--- config.mk ---
export PLATFORM = sky130hd
export DESIGN_NAME = scheduled_pid_step_limiter_core_flat
export DESIGN_NICKNAME = d
export VERILOG_FILES = /design/src/rtl/core/spsl_pkg.sv /design/src/rtl/core/spsl_sample_if.sv /design/src/rtl/core/spsl_adjust_if.sv /design/src/rtl/core/spsl_cfg_if.sv /design/src/rtl/core/spsl_sched.sv /design/src/rtl/core/scheduled_pid_step_limiter_core.sv /design/src/flat_wrapper.sv
export VERILOG_INCLUDE_DIRS = /design/src /design/src/rtl/core
export SDC_FILE = /design/constraint.sdc
export NUM_CORES = 2
export LEC_CHECK = 0
export BUFFER_PORTS_ARGS = -buffer_cell sky130_fd_sc_hd__buf_4
export CORE_MARGIN = 5
export CORE_UTILIZATION = 62
export DETAILED_ROUTE_END_ITERATION = 6
export PLACE_DENSITY = 0.79
export SETUP_SLACK_MARGIN = 0.15
export SLEW_MARGIN = 20
export SYNTH_ARGS = -nofsm -noshare
export SYNTH_HDL_FRONTEND = slang
export SYNTH_SLANG_ARGS = --single-unit
--- constraint.sdc ---
create_clock -name clk -period 8.55 [get_ports clk]
set_input_delay 0 -clock clk [delete_from_list [all_inputs] [get_ports clk]]
set_output_delay 0 -clock clk [all_outputs]
set_load 0.02 [all_outputs]
--- src/rtl/core/assert_macros.svh ---
// Assertion helpers used by the core RTL
`ifndef ASSERT_MACROS_SVH
`define ASSERT_MACROS_SVH

// Same-cycle implication, disabled while in reset
`define SPSL_ASSERT_IMP(label, clk, rst_n, ante, cons) \
    label: assert property (@(posedge clk) disable iff (!rst_n) (ante) |-> (cons)) \
        else $error("spsl: same-cycle check failed");

// Next-cycle implication, disabled while in reset
`define SPSL_ASSERT_NXT(label, clk, rst_n, ante, cons) \
    label: assert property (@(posedge clk) disable iff (!rst_n) (ante) |=> (cons)) \
        else $error("spsl: next-cycle check failed");

`endif

--- src/rtl/core/spsl_pkg.sv ---
package spsl_pkg;

    // Default sample width
    localparam int SAMPLE_BITS_DEF = 12;

    // Fixed field widths
    localparam int GAIN_W      = 16;
    localparam int CFG_DATA_W  = 16;
    localparam int CFG_INDEX_W = 3;
    localparam int OUT_W       = 14;
    localparam int DK_W        = 8;
    localparam int LIMV_W      = 13;
    localparam int ISUM_W      = 3;

    // Proportional multipliers
    localparam logic [DK_W-1:0] DK_LOW    = DK_W'(5);
    localparam logic [DK_W-1:0] DK_MEDIUM = DK_W'(100);
    localparam logic [DK_W-1:0] DK_STRONG = DK_W'(200);

    // Gain table codes
    localparam logic [1:0] SEL_STRONG = 2'd1;
    localparam logic [1:0] SEL_MEDIUM = 2'd2;

    // Start window: first 30 seconds
    localparam int START_SECONDS = 30;

    // Output limits in units of 1/1024
    localparam logic [LIMV_W-1:0] LIMV_TIGHT = LIMV_W'(102);
    localparam logic [LIMV_W-1:0] LIMV_HALF  = LIMV_W'(512);
    localparam logic [LIMV_W-1:0] LIMV_MID   = LIMV_W'(2048);
    localparam logic [LIMV_W-1:0] LIMV_WIDE  = LIMV_W'(5120);

    typedef enum logic [1:0] {
        LIM_TIGHT,
        LIM_HALF,
        LIM_MID,
        LIM_WIDE
    } lim_t;

    typedef enum logic [CFG_INDEX_W-1:0] {
        REG_SETPOINT  = 3'd0,
        REG_GAIN_P    = 3'd1,
        REG_GAIN_I    = 3'd2,
        REG_GAIN_D    = 3'd3,
        REG_FINE_MODE = 3'd4
    } cfg_reg_t;

    // Schedule decision for one sample
    typedef struct packed {
        logic [DK_W-1:0] dk;
        lim_t            lim;
    } sched_t;

    function automatic logic [LIMV_W-1:0] lim_value(input lim_t sel);
        logic [LIMV_W-1:0] v;
        case (sel)
            LIM_TIGHT: v = LIMV_TIGHT;
            LIM_HALF:  v = LIMV_HALF;
            LIM_MID:   v = LIMV_MID;
            LIM_WIDE:  v = LIMV_WIDE;
            default:   v = LIMV_TIGHT;
        endcase
        return v;
    endfunction

endpackage

--- src/rtl/core/spsl_sample_if.sv ---
interface spsl_sample_if #(
    parameter int SAMPLE_BITS = spsl_pkg::SAMPLE_BITS_DEF
);
    logic                   valid;
    logic                   ready;
    logic [SAMPLE_BITS-1:0] measured;
    logic                   power_limit_mode;
    logic [1:0]             gain_select;
    logic [7:0]             elapsed_hours;
    logic [5:0]             elapsed_minutes;
    logic [5:0]             elapsed_seconds;

    modport source (
        output valid, measured, power_limit_mode, gain_select,
               elapsed_hours, elapsed_minutes, elapsed_seconds,
        input  ready
    );
    modport sink (
        input  valid, measured, power_limit_mode, gain_select,
               elapsed_hours, elapsed_minutes, elapsed_seconds,
        output ready
    );
endinterface

--- src/rtl/core/spsl_adjust_if.sv ---
interface spsl_adjust_if;
    logic                                valid;
    logic                                ready;
    logic signed [spsl_pkg::OUT_W-1:0]   drive_adjust;

    modport source (output valid, drive_adjust, input ready);
    modport sink   (input valid, drive_adjust, output ready);
endinterface

--- src/rtl/core/spsl_cfg_if.sv ---
interface spsl_cfg_if;
    logic                                valid;
    logic                                ready;
    logic [spsl_pkg::CFG_INDEX_W-1:0]    index;
    logic [spsl_pkg::CFG_DATA_W-1:0]     data;

    modport source (output valid, index, data, input ready);
    modport sink   (input valid, index, data, output ready);
endinterface

--- src/rtl/core/spsl_sched.sv ---
module spsl_sched #(
    parameter int SAMPLE_BITS = spsl_pkg::SAMPLE_BITS_DEF
) (
    input  logic [SAMPLE_BITS-1:0]    setpoint,
    input  logic [SAMPLE_BITS-1:0]    measured,
    input  logic                      power_limit_mode,
    input  logic [1:0]                gain_select,
    input  logic [7:0]                elapsed_hours,
    input  logic [5:0]                elapsed_minutes,
    input  logic [5:0]                elapsed_seconds,
    input  logic                      fine_mode,
    output logic signed [SAMPLE_BITS:0] err_db,
    output spsl_pkg::sched_t          sched
);
    import spsl_pkg::*;

    localparam int EW = SAMPLE_BITS + 1;

    logic signed [EW-1:0] err_raw;
    logic [EW-1:0]        mag_raw;
    logic [EW-1:0]        mag_db;
    logic                 start_window;
    logic                 wide_ok;
    logic [DK_W-1:0]      dk_sel;
    lim_t                 lim_sel;

    // Raw error and its magnitude
    assign err_raw = signed'({1'b0, setpoint}) - signed'({1'b0, measured});
    assign mag_raw = err_raw[EW-1] ? EW'(-err_raw) : EW'(err_raw);

    // Deadband and multiplier choice
    always_comb
    begin
        err_db = err_raw;
        dk_sel = DK_LOW;
        if (power_limit_mode)
        begin
            if (mag_raw != EW'(3))
                dk_sel = DK_STRONG;
        end
        else if (gain_select == SEL_STRONG || gain_select == SEL_MEDIUM)
        begin
            if (mag_raw <= EW'(1))
                err_db = '0;
            else
                dk_sel = (gain_select == SEL_STRONG) ? DK_STRONG : DK_MEDIUM;
        end
    end

    assign mag_db = err_db[EW-1] ? EW'(-err_db) : EW'(err_db);

    // Limit selection from post-deadband magnitude and elapsed time
    assign start_window = (elapsed_hours == 8'd0) && (elapsed_minutes == 6'd0)
                       && (elapsed_seconds < 6'(START_SECONDS));
    assign wide_ok = fine_mode || start_window;

    always_comb
    begin
        if (mag_db >= EW'(3) && mag_db <= EW'(5))
            lim_sel = wide_ok ? LIM_MID : LIM_TIGHT;
        else if (mag_db > EW'(5))
            lim_sel = wide_ok ? LIM_WIDE : LIM_TIGHT;
        else
            lim_sel = fine_mode ? LIM_HALF : LIM_TIGHT;
    end

    // Pack the schedule decision
    assign sched = {dk_sel, lim_sel};

endmodule

--- src/rtl/core/scheduled_pid_step_limiter_core.sv ---
// Pipeline: from sample acceptance to drive_adjust valid (error stage, product stage,
// sum/clamp stage); the integrator and error history update at accept.
// Throughput: one sample per cycle unless the sink stalls; each stage moves
// whenever the stage after it is empty or moving, and the output register holds while
// the sink stalls. Reset: rst_n (async, active low) clears configuration, integrator,
// error history and all stage valid flags.
`include "assert_macros.svh"

module scheduled_pid_step_limiter_core #(
    parameter int SAMPLE_BITS = spsl_pkg::SAMPLE_BITS_DEF
) (
    input  logic          clk,
    input  logic          rst_n,
    spsl_sample_if.sink   sample,
    spsl_cfg_if.sink      cfg,
    spsl_adjust_if.source adjust
);
    import spsl_pkg::*;

    localparam int EW     = SAMPLE_BITS + 1;      // error
    localparam int DW     = EW + 1;               // error difference, clamped sum input
    localparam int ED_W   = EW + DK_W;            // error times multiplier
    localparam int PW     = GAIN_W + ED_W;        // proportional product
    localparam int IW     = GAIN_W + ISUM_W;      // integral product
    localparam int DPW    = GAIN_W + DW;          // derivative product
    localparam int ACC_W  = PW + 2;
    localparam int ACC4_W = ACC_W + 2;

    // Configuration registers
    logic [SAMPLE_BITS-1:0]   setpoint_reg;
    logic signed [GAIN_W-1:0] gain_p_reg;
    logic signed [GAIN_W-1:0] gain_i_reg;
    logic signed [GAIN_W-1:0] gain_d_reg;
    logic                     fine_mode_reg;

    // Controller state
    logic signed [ISUM_W-1:0] isum_reg;
    logic signed [EW-1:0]     last_error_reg;
    logic signed [EW-1:0]     previous_error_reg;

    // Stage valid flags and handshake
    logic v1_reg, v2_reg, v3_reg;
    logic adv1, adv2, adv3;
    logic accept;

    // Stage 1 payload
    logic signed [ED_W-1:0]   ed_reg;
    logic signed [ISUM_W-1:0] sum1_reg;
    logic signed [DW-1:0]     derr_reg;
    lim_t                     lim1_reg;

    // Stage 2 payload
    logic signed [PW-1:0]     p_reg;
    logic signed [IW-1:0]     i_reg;
    logic signed [DPW-1:0]    d_reg;
    lim_t                     lim2_reg;

    // Stage 3 payload
    logic signed [OUT_W-1:0]  out_reg;

    // Combinational signals
    logic signed [EW-1:0]     err_db;
    sched_t                   sched;
    logic signed [DW-1:0]     sum_wide;
    logic signed [ISUM_W-1:0] isum_next;
    logic signed [ED_W-1:0]   ed_next;
    logic signed [DW-1:0]     derr_next;
    logic signed [PW-1:0]     p_next;
    logic signed [IW-1:0]     i_next;
    logic signed [DPW-1:0]    d_next;
    logic signed [ACC_W-1:0]  acc;
    logic signed [ACC4_W-1:0] acc4;
    logic signed [ACC4_W-1:0] lim_ext;
    logic signed [OUT_W-1:0]  out_next;

    // Pipeline flow control
    assign adv3   = !v3_reg || adjust.ready;
    assign adv2   = !v2_reg || adv3;
    assign adv1   = !v1_reg || adv2;
    assign sample.ready = adv1;
    assign accept = sample.valid && adv1;

    assign cfg.ready    = 1'b1;
    assign adjust.valid = v3_reg;
    assign adjust.drive_adjust = out_reg;

    // Configuration writes; unknown indexes are dropped
    always_ff @(posedge clk or negedge rst_n)
    begin
        if (!rst_n)
        begin
            setpoint_reg  <= '0;
            gain_p_reg    <= '0;
            gain_i_reg    <= '0;
            gain_d_reg    <= '0;
            fine_mode_reg <= 1'b0;
        end
        else if (cfg.valid)
        begin
            case (cfg_reg_t'(cfg.index))
                REG_SETPOINT:  setpoint_reg  <= cfg.data[SAMPLE_BITS-1:0];
                REG_GAIN_P:    gain_p_reg    <= signed'(cfg.data);
                REG_GAIN_I:    gain_i_reg    <= signed'(cfg.data);
                REG_GAIN_D:    gain_d_reg    <= signed'(cfg.data);
                REG_FINE_MODE: fine_mode_reg <= cfg.data[0];
                default: ;
            endcase
        end
    end

    // Error, deadband and limit selection
    spsl_sched #(
        .SAMPLE_BITS (SAMPLE_BITS)
    ) u_sched (
        .setpoint         (setpoint_reg),
        .measured         (sample.measured),
        .power_limit_mode (sample.power_limit_mode),
        .gain_select      (sample.gain_select),
        .elapsed_hours    (sample.elapsed_hours),
        .elapsed_minutes  (sample.elapsed_minutes),
        .elapsed_seconds  (sample.elapsed_seconds),
        .fine_mode        (fine_mode_reg),
        .err_db           (err_db),
        .sched            (sched)
    );

    // Integrator clamp to +-2, error difference, error times multiplier
    assign sum_wide = DW'(isum_reg) + DW'(err_db);
    always_comb
    begin
        if (sum_wide >= DW'(2))
            isum_next = ISUM_W'(2);
        else if (sum_wide <= -DW'(2))
            isum_next = -ISUM_W'(2);
        else
            isum_next = ISUM_W'(sum_wide);
    end
    assign derr_next = DW'(last_error_reg) - DW'(previous_error_reg);
    assign ed_next   = ED_W'(err_db) * ED_W'(signed'({1'b0, sched.dk}));

    // State update on accept
    always_ff @(posedge clk or negedge rst_n)
    begin
        if (!rst_n)
        begin
            isum_reg           <= '0;
            last_error_reg     <= '0;
            previous_error_reg <= '0;
        end
        else if (accept)
        begin
            isum_reg           <= isum_next;
            last_error_reg     <= err_db;
            previous_error_reg <= last_error_reg;
        end
    end

    // Stage 1 registers
    always_ff @(posedge clk)
    begin
        if (accept)
        begin
            ed_reg   <= ed_next;
            sum1_reg <= isum_next;
            derr_reg <= derr_next;
            lim1_reg <= sched.lim;
        end
    end

    // Stage 2: gain products
    assign p_next = PW'(gain_p_reg) * PW'(ed_reg);
    assign i_next = IW'(gain_i_reg) * IW'(sum1_reg);
    assign d_next = DPW'(gain_d_reg) * DPW'(derr_reg);

    always_ff @(posedge clk)
    begin
        if (v1_reg && adv2)
        begin
            p_reg    <= p_next;
            i_reg    <= i_next;
            d_reg    <= d_next;
            lim2_reg <= lim1_reg;
        end
    end

    // Stage 3: sum, scale to 1/1024 and clamp
    assign acc     = ACC_W'(p_reg) + ACC_W'(i_reg) + ACC_W'(d_reg);
    assign acc4    = ACC4_W'(acc) <<< 2;
    assign lim_ext = ACC4_W'(signed'({1'b0, lim_value(lim2_reg)}));

    always_comb
    begin
        if (acc4 >= lim_ext)
            out_next = OUT_W'(lim_ext);
        else if (acc4 <= -lim_ext)
            out_next = OUT_W'(-lim_ext);
        else
            out_next = acc4[OUT_W-1:0];
    end

    always_ff @(posedge clk)
    begin
        if (v2_reg && adv3)
            out_reg <= out_next;
    end

    // Stage valid flags
    always_ff @(posedge clk or negedge rst_n)
    begin
        if (!rst_n)
        begin
            v1_reg <= 1'b0;
            v2_reg <= 1'b0;
            v3_reg <= 1'b0;
        end
        else
        begin
            if (adv1)
                v1_reg <= sample.valid;
            if (adv2)
                v2_reg <= v1_reg;
            if (adv3)
                v3_reg <= v2_reg;
        end
    end

    // Checks
    `SPSL_ASSERT_IMP(a_isum_range, clk, rst_n, 1'b1,
        (isum_reg >= -ISUM_W'(2) && isum_reg <= ISUM_W'(2)))
    `SPSL_ASSERT_IMP(a_out_bounded, clk, rst_n, v3_reg,
        (out_reg >= -signed'(OUT_W'(LIMV_WIDE)) && out_reg <= signed'(OUT_W'(LIMV_WIDE))))
    `SPSL_ASSERT_NXT(a_last_err_load, clk, rst_n, accept,
        (last_error_reg == $past(err_db)))
    `SPSL_ASSERT_NXT(a_prev_err_shift, clk, rst_n, accept,
        (previous_error_reg == $past(last_error_reg)))

endmodule
--- src/flat_wrapper.sv ---
// flat-port wrapper written by rule: the top's interface ports become plain ports
module scheduled_pid_step_limiter_core_flat import spsl_pkg::*;
#(
    parameter int SAMPLE_BITS = spsl_pkg::SAMPLE_BITS_DEF
)
  (clk, rst_n, sample_valid, sample_measured, sample_power_limit_mode, sample_gain_select, sample_elapsed_hours, sample_elapsed_minutes, sample_elapsed_seconds, sample_ready, cfg_valid, cfg_index, cfg_data, cfg_ready, adjust_valid, adjust_drive_adjust, adjust_ready);
  spsl_sample_if #(.SAMPLE_BITS(SAMPLE_BITS)) sample_i ();
  spsl_cfg_if cfg_i ();
  spsl_adjust_if adjust_i ();
  input  logic clk;
  input  logic rst_n;
  input wire logic [$bits(sample_i.valid)-1:0] sample_valid;
  input wire logic [$bits(sample_i.measured)-1:0] sample_measured;
  input wire logic [$bits(sample_i.power_limit_mode)-1:0] sample_power_limit_mode;
  input wire logic [$bits(sample_i.gain_select)-1:0] sample_gain_select;
  input wire logic [$bits(sample_i.elapsed_hours)-1:0] sample_elapsed_hours;
  input wire logic [$bits(sample_i.elapsed_minutes)-1:0] sample_elapsed_minutes;
  input wire logic [$bits(sample_i.elapsed_seconds)-1:0] sample_elapsed_seconds;
  output wire logic [$bits(sample_i.ready)-1:0] sample_ready;
  input wire logic [$bits(cfg_i.valid)-1:0] cfg_valid;
  input wire logic [$bits(cfg_i.index)-1:0] cfg_index;
  input wire logic [$bits(cfg_i.data)-1:0] cfg_data;
  output wire logic [$bits(cfg_i.ready)-1:0] cfg_ready;
  output wire logic [$bits(adjust_i.valid)-1:0] adjust_valid;
  output wire logic [$bits(adjust_i.drive_adjust)-1:0] adjust_drive_adjust;
  input wire logic [$bits(adjust_i.ready)-1:0] adjust_ready;
  assign sample_i.valid = sample_valid;
  assign sample_i.measured = sample_measured;
  assign sample_i.power_limit_mode = sample_power_limit_mode;
  assign sample_i.gain_select = sample_gain_select;
  assign sample_i.elapsed_hours = sample_elapsed_hours;
  assign sample_i.elapsed_minutes = sample_elapsed_minutes;
  assign sample_i.elapsed_seconds = sample_elapsed_seconds;
  assign sample_ready = sample_i.ready;
  assign cfg_i.valid = cfg_valid;
  assign cfg_i.index = cfg_index;
  assign cfg_i.data = cfg_data;
  assign cfg_ready = cfg_i.ready;
  assign adjust_valid = adjust_i.valid;
  assign adjust_drive_adjust = adjust_i.drive_adjust;
  assign adjust_i.ready = adjust_ready;
  scheduled_pid_step_limiter_core #(.SAMPLE_BITS(SAMPLE_BITS)) u_core (.clk(clk), .rst_n(rst_n), .sample(sample_i), .cfg(cfg_i), .adjust(adjust_i));
endmodule
=== Word-level counts from Yosys, hierarchy flattened ===
Index checks and enable logic that the tools add are counted.

* Memories: 0
* Bits in registers: 235
* Input port bits: 59
* Latch bits: 0
* RAM bits: 0
* Output and inout bits: 17
* Bits in read-only memories: 0

* Divide/modulo/power cells: 0
* Reductions and logical operators: 23
* Add/sub/neg operators: 8
* Multiply operators: 4
* Bitwise gates (word level): 0
* Equal/unequal tests: 10
* $lt $le $gt $ge: 9
* Mux-type cells: 20
* Shifts and indexed selects: 0

{| class="wikitable"
|+ Operators by type and width
! kind !! count
|-
| 13-bit two-way mux || 6
|-
| 13-bit one-hot mux with 4 select lines || 1
|-
| 41-bit by 14-bit >= comparator with 1-bit output || 1
|-
| 41-bit <= comparator || 1
|-
| 13-bit negator with 41-bit output || 1
|-
| 8-bit two-way mux || 5
|-
| 38-bit by 30-bit adder with 39-bit output || 1
|-
| 37-bit by 19-bit adder with 38-bit output || 1
|-
| 16-bit by 21-bit multiplier with 37-bit output || 1
|-
| 16-bit by 14-bit multiplier with 30-bit output || 1
|-
| 13-bit negator || 2
|-
| 13-bit by 9-bit multiplier with 21-bit output || 1
|-
| 16-bit by 3-bit multiplier with 19-bit output || 1
|-
| 3-bit by 13-bit adder with 14-bit output || 1
|-
| 14-bit by 3-bit >= comparator with 1-bit output, second input constant || 1
|-
| 14-bit by 2-bit <= comparator with 1-bit output, second input constant || 1
|-
| 14-bit two-way mux || 1
|-
| 13-bit by 13-bit subtractor with 14-bit output || 1
|-
| 13-bit by 2-bit >= comparator with 1-bit output, second input constant || 1
|-
| 13-bit by 3-bit greater-than comparator with 1-bit output, second input constant || 1
|-
| 13-bit by 1-bit <= comparator with 1-bit output, second input constant || 1
|-
| 13-bit by 3-bit <= comparator with 1-bit output, second input constant || 1
|-
| 13-bit by 2-bit != test with 1-bit output, second input constant || 1
|-
| 12-bit by 12-bit subtractor with 13-bit output || 1
|-
| 17 further kinds || 40
|}

=== Logic depth before layout (Yosys ltp) ===
* Depth after elaboration: 12
* Gate-level depth with buffers: 36

=== Cells and area by module ===
A second synthesis with hierarchy kept.

* Cells, all modules: 4,226
* Area, all modules: 40,183.5 sq um

{| class="wikitable"
|+ By module, submodules not included
! module !! cells each !! instances !! area each (sq um)
|-
| scheduled_pid_step_limiter_core || 3,973 || 1 || 38,523.2
|-
| spsl_sched || 253 || 1 || 1,660.3
|}

=== Least setup slack after synthesis ===
Ideal clock, no wire load.

* Path kind: register to register
* From: register u_core.setpoint_reg[0]
* To: register u_core.ed_reg[20] (data pin)
* Stages on the path, launching flop included: 36
* Period minus slack after synthesis: 7.844 ns
* Data arrival time: 7.585 ns
* Setup slack: 0.706 ns
* Path through: dfrtp_1 inv_1 ha_1 fa_1 nand2b_1 a21boi_1 o21ai_1 a21oi_1 xnor2_1 clkbuf_1 nand3_1 a211oi_1 o22a_1 a41oi_2 o2bb2ai_2 clkbuf_1 nor2_1 ha_1 inv_1 fa_1 inv_1 fa_1 inv_1 fa_1 inv_1 ha_1 inv_1 o21ai_0 a21oi_1 nand2b_1 a21boi_0 o31a_1 o41ai_1 o2111ai_1 a21oi_1 xnor2_1

* Longest elaborated chain between the ends: 8

{| class="wikitable"
|+ RTL lines
! what !! line !! RTL
|-
| start: declaration || scheduled_pid_step_limiter_core.sv:30 || <nowiki>logic [SAMPLE_BITS-1:0] setpoint_reg;</nowiki>
|-
| start signal: assignment || scheduled_pid_step_limiter_core.sv:101 || <nowiki>REG_SETPOINT: setpoint_reg <= cfg.data[SAMPLE_BITS-1:0];</nowiki>
|-
| 12-bit by 12-bit subtractor with 13-bit output (*) || spsl_sched.sv:28 || <nowiki>assign err_raw = signed'({1'b0, setpoint}) - signed'({1'b0, measured});</nowiki>
|-
| 13-bit negator || spsl_sched.sv:29 || <nowiki>assign mag_raw = err_raw[EW-1] ? EW'(-err_raw) : EW'(err_raw);</nowiki>
|-
| 13-bit two-way mux || spsl_sched.sv:29 ||
|-
| 13-bit by 1-bit <= comparator with 1-bit output || spsl_sched.sv:43 || <nowiki>if (mag_raw <= EW'(1))</nowiki>
|-
| 13-bit two-way mux / 8-bit two-way mux (equally long branches) || spsl_sched.sv:43 ||
|-
| 13-bit two-way mux / 8-bit two-way mux (equally long branches) || spsl_sched.sv:41 || <nowiki>else if (gain_select == SEL_STRONG || gain_select == SEL_MEDIUM)</nowiki>
|-
| 13-bit two-way mux / 8-bit two-way mux (equally long branches) || spsl_sched.sv:36 || <nowiki>if (power_limit_mode)</nowiki>
|-
| 13-bit by 9-bit multiplier with 21-bit output (*) || scheduled_pid_step_limiter_core.sv:139 || <nowiki>assign ed_next = ED_W'(err_db) * ED_W'(signed'({1'b0, sched.dk}));</nowiki>
|-
| via u_core.ed_next[20] || scheduled_pid_step_limiter_core.sv:66 || <nowiki>logic signed [ED_W-1:0] ed_next;</nowiki>
|-
| end signal: assignment || scheduled_pid_step_limiter_core.sv:163 || <nowiki>ed_reg <= ed_next;</nowiki>
|-
| end: declaration || scheduled_pid_step_limiter_core.sv:47 || <nowiki>logic signed [ED_W-1:0] ed_reg;</nowiki>
|}

The timed path passes the listed nets; every way through them passes the cells marked *.
A chain may end at the register's enable or synchronous reset.

=== Worst setup path after layout ===
* From: register u_core.setpoint_reg[0]
* To: register u_core.ed_reg[19] (data pin)

The elaborated chain is that of the path after synthesis.

==> flow_summary.yaml <==
outcome:
  status: "complete, no violations"
global_route:
  globalRouteMet3Util_pct: 4.53
  global_route.overflow_total: 0
  globalRoute.busiestLayer: "met2"
  gr-usage-all-layers_pct: 27.2
  global_route.usage.met1_pct: 35.7
  grtUsageMet2_pct: 46.7
  antenna_found_initial: 2
  grt_pass1_wl_um: 155000
  pin_count_of_the_biggest_net_entering_global_routing: 77
  number_of_global_route_vias_before_repair: 31025
final_layout:
  syn2layout_area_growth_pct: 7.40
  post_route_cells_drive_above_1_share_pct: 7.05
  postLayoutCellArea_um2: 42700
  fin_nets: 5334
  n_antenna_cell: 0
  max_reg_flops: 37
timing:
  setup_viol_count_final: 0
  unrepaired_setup_endpoints_after_global_routing: "true"
  final-max-slew-violation-count: 0
  timing.final.hold_violations: 0
  totalNegativeSetupSlack_ns: 0
  skew_ns: 0.0212
  maxClockFrequency_ghz: 0.126
  max_slew_margin_pct: 13.5
  worstMarginPinSlew_ns: 1.29
  period_needed_ns: 7.97
  layout_worst_path_cycle_share_pct: 93.2
route:
  drt-vias-per-instance: 5.69
  total_vias_in_the_final_route: 29029
  final_antenna_net_count: 0
  drcViolationCount: 0
  detailedRoute.firstIterationViolations: 1888
  drt-wirelength-per-cell_um: 18.0
  route.final.wire_length_um: 91500
  first_pass_iters: 6
yosys:
  postSynthRegisterBits: 234
  synth_edf_count: 141
  post_synth.cell_area_avg_um2: 9.55
  synth_ff_type: "sky130_fd_sc_hd__edfxtp_1"
  synth_cell_type_count: 97
  synth_area_um2: 39700
  post_synthesis_async_set_or_reset_flop_share_pct: 39.7
  synth_sequential_area_ratio_pct: 16.5
  ys_warn_count: 0
  syn-instance-count: 4158
die:
  boundaryPins: 76
  placementRows: 92
  dieArea_um2: 69200
  dieHeight_um: 263
  die-width_um: 263
  starting_density_of_the_core_pct: 62.7
  core_ar_um2: 63300
job:
  drv_cap: 0
clock_network:
  clock_transition_at_path_regs_ns: 0.07
  cts_inserted_buffers: 27
  clockBufferDepth: 3
  insertion_delay_ns: 0.58
  cts_max_level: 1
  cts_root_buffer: "sky130_fd_sc_hd__clkbuf_16"
  cts_tree: "built"
  clock-sinks: 234
placement:
  number_of_buffers_inserted_by_port_buffering: 72
  dp_hpwl_um: 74100
  gp_congestion: 0.904
  dpl-instance-area_um2: 41300
setup_path:
  critical-path-top-cell-by-count: "sky130_fd_sc_hd__inv_1"
  cpPeakStageDelay_ns: 0.53
  critPathMaxFanout: 12
  worst-setup-path-type: "register to register"
  critPathCaptureType: "register"
  timing.critical_path.from_type: "register"
  cp.arrival_ns: 8.28
  critPathRequiredTime_ns: 8.87
  timing.critical_path.slowest_stage_cell: "sky130_fd_sc_hd__fa_1"
min_path:
  timing.hold.worst.class: "input pin to register"
timing repair:
action	in CTS	in global routing
pin swaps	0	7
endpoints found under the setup margin	1	6
gates resized for setup	1	27
setup buffers	0	6
hold buffers	27	0
hold endpoints to repair	89	0
synthesized netlist by cell type (6+ instances only):
cell type                   instances  area share [%]
sky130_fd_sc_hd__o211ai_1          16            0.30
sky130_fd_sc_hd__xnor2_1          119             2.6
sky130_fd_sc_hd__a21oi_1          161             2.0
sky130_fd_sc_hd__clkbuf_1         118             1.1
sky130_fd_sc_hd__dfrtp_1           93             5.9
sky130_fd_sc_hd__a31oi_1            9            0.14
sky130_fd_sc_hd__and3_1            13            0.20
sky130_fd_sc_hd__mux2_2            62             1.8
sky130_fd_sc_hd__a211oi_1          20            0.38
sky130_fd_sc_hd__o31a_1             6            0.13
sky130_fd_sc_hd__o21ai_1            6           0.076
sky130_fd_sc_hd__o31ai_1            9            0.17
sky130_fd_sc_hd__o21bai_1          15            0.28
sky130_fd_sc_hd__nor2_1           183             1.7
sky130_fd_sc_hd__or2_2              8            0.13
sky130_fd_sc_hd__inv_1            757             7.2
sky130_fd_sc_hd__fa_1             664              33
sky130_fd_sc_hd__nor3b_1           10            0.19
sky130_fd_sc_hd__xor2_1            26            0.57
sky130_fd_sc_hd__nor4_1            14            0.22
sky130_fd_sc_hd__mux2i_1            7            0.18
sky130_fd_sc_hd__or4_1              7            0.13
sky130_fd_sc_hd__a211o_1            8            0.18
sky130_fd_sc_hd__o21a_1            35            0.66
sky130_fd_sc_hd__nand3_1           48            0.60
sky130_fd_sc_hd__nand4_1           15            0.24
sky130_fd_sc_hd__o21ai_0          113             1.4
sky130_fd_sc_hd__nor2b_1           30            0.47
sky130_fd_sc_hd__a2111oi_0          7            0.15
sky130_fd_sc_hd__nand2_1          461             4.4
sky130_fd_sc_hd__and2_1           234             3.7
sky130_fd_sc_hd__nor3_1            65            0.82
sky130_fd_sc_hd__a21o_1            59             1.1
sky130_fd_sc_hd__or3_1             16            0.25
sky130_fd_sc_hd__edfxtp_1         141              11
sky130_fd_sc_hd__a21boi_0          13            0.25
sky130_fd_sc_hd__buf_2              6           0.076
sky130_fd_sc_hd__ha_1             379              12
sky130_fd_sc_hd__nand2b_1          88             1.4
metal layers:
| metal | share of wire, % | up-vias |
|---|---|---|
| met5 | 0.023 | - |
| met4 | 3.6 | 4 |
| met3 | 6.6 | 221 |
| met2 | 49 | 919 |
| met1 | 41 | 14424 |
| li1 | - | 13461 |
through the flow:
stage                     hold WS (ns)  std cells  utilization, %  worst slack [ns]
after CTS                        0.168       5093            67.1             0.215
after floorplan                 -0.296       4179               -             0.706
final                            0.195       5099            67.4             0.582
after global routing             0.194       5099            67.4             0.135
after global placement         -0.0726       5016            65.2             0.410
after detailed placement       -0.0582       5016            65.2             0.213
cell families after synthesis:
kind of cell | synth area share, %
AND/OR/NAND/NOR | 15.0
multiplexers | 1.93
other | 0.0189
AO/OA/AOI/OAI | 9.40
XOR/XNOR | 3.20
flip-flops | 16.5
adder cells (fa/ha/maj) | 45.4
buffers and inverters | 8.47
cell type report:
cell class	instances	area (um2)
inverter	758	2850
multi-input combinational	3056	30000
tap	846	1060
timing repair buffer	155	1240
sequential	234	6560
fill	4890	20700
clock inverter	22	238
clock buffer	28	689
critical path: cells and delay by family, from the launching register on:
kind,cells,cell delay (ns)
adders and majority gates,7,2.85
AOI/OAI and AO/OA,15,2.89
buffers and inverters,7,0.64
and+or+nand+nor,6,0.95
DFF,1,0.34
placed cells by master, fill, tap and decap left out, drive strengths merged, types with 26 or more instances in the layout:
cell type / count
inv: 766
fa: 664
nand2: 462
ha: 379
and2: 234
nor2: 183
a21oi: 161
edfxtp: 141
buf: 129
xnor2: 119
o21ai: 119
dfrtp: 93
nand2b: 88
nor3: 65
mux2: 62
a21o: 59
nand3: 48
o21a: 35
nor2b: 30
clkbuf: 28
dlygate4sd3: 26
xor2: 26
final timing paths:
check	startpoint	cells past startpoint	slack (ns)	endpoint
worst max register to register	u_core.setpoint_reg[0]	35	0.58	u_core.ed_reg[19]
max in group asynchronous	rst_n	4	7.13	u_core.adjust.valid
worst max-delay path	u_core.setpoint_reg[0]	35	0.58	u_core.ed_reg[19]
worst min register to register	u_core.last_error_reg[0]	2	0.49	u_core.last_error_reg[0]
worst min-delay path	sample_power_limit_mode	4	0.19	u_core.ed_reg[1]
min in group asynchronous	rst_n	4	0.51	u_core.setpoint_reg[10]
Power is left out: the tool's default activity adds up to more than one toggle a clock period on the data nets, which glitch-free logic cannot reach.
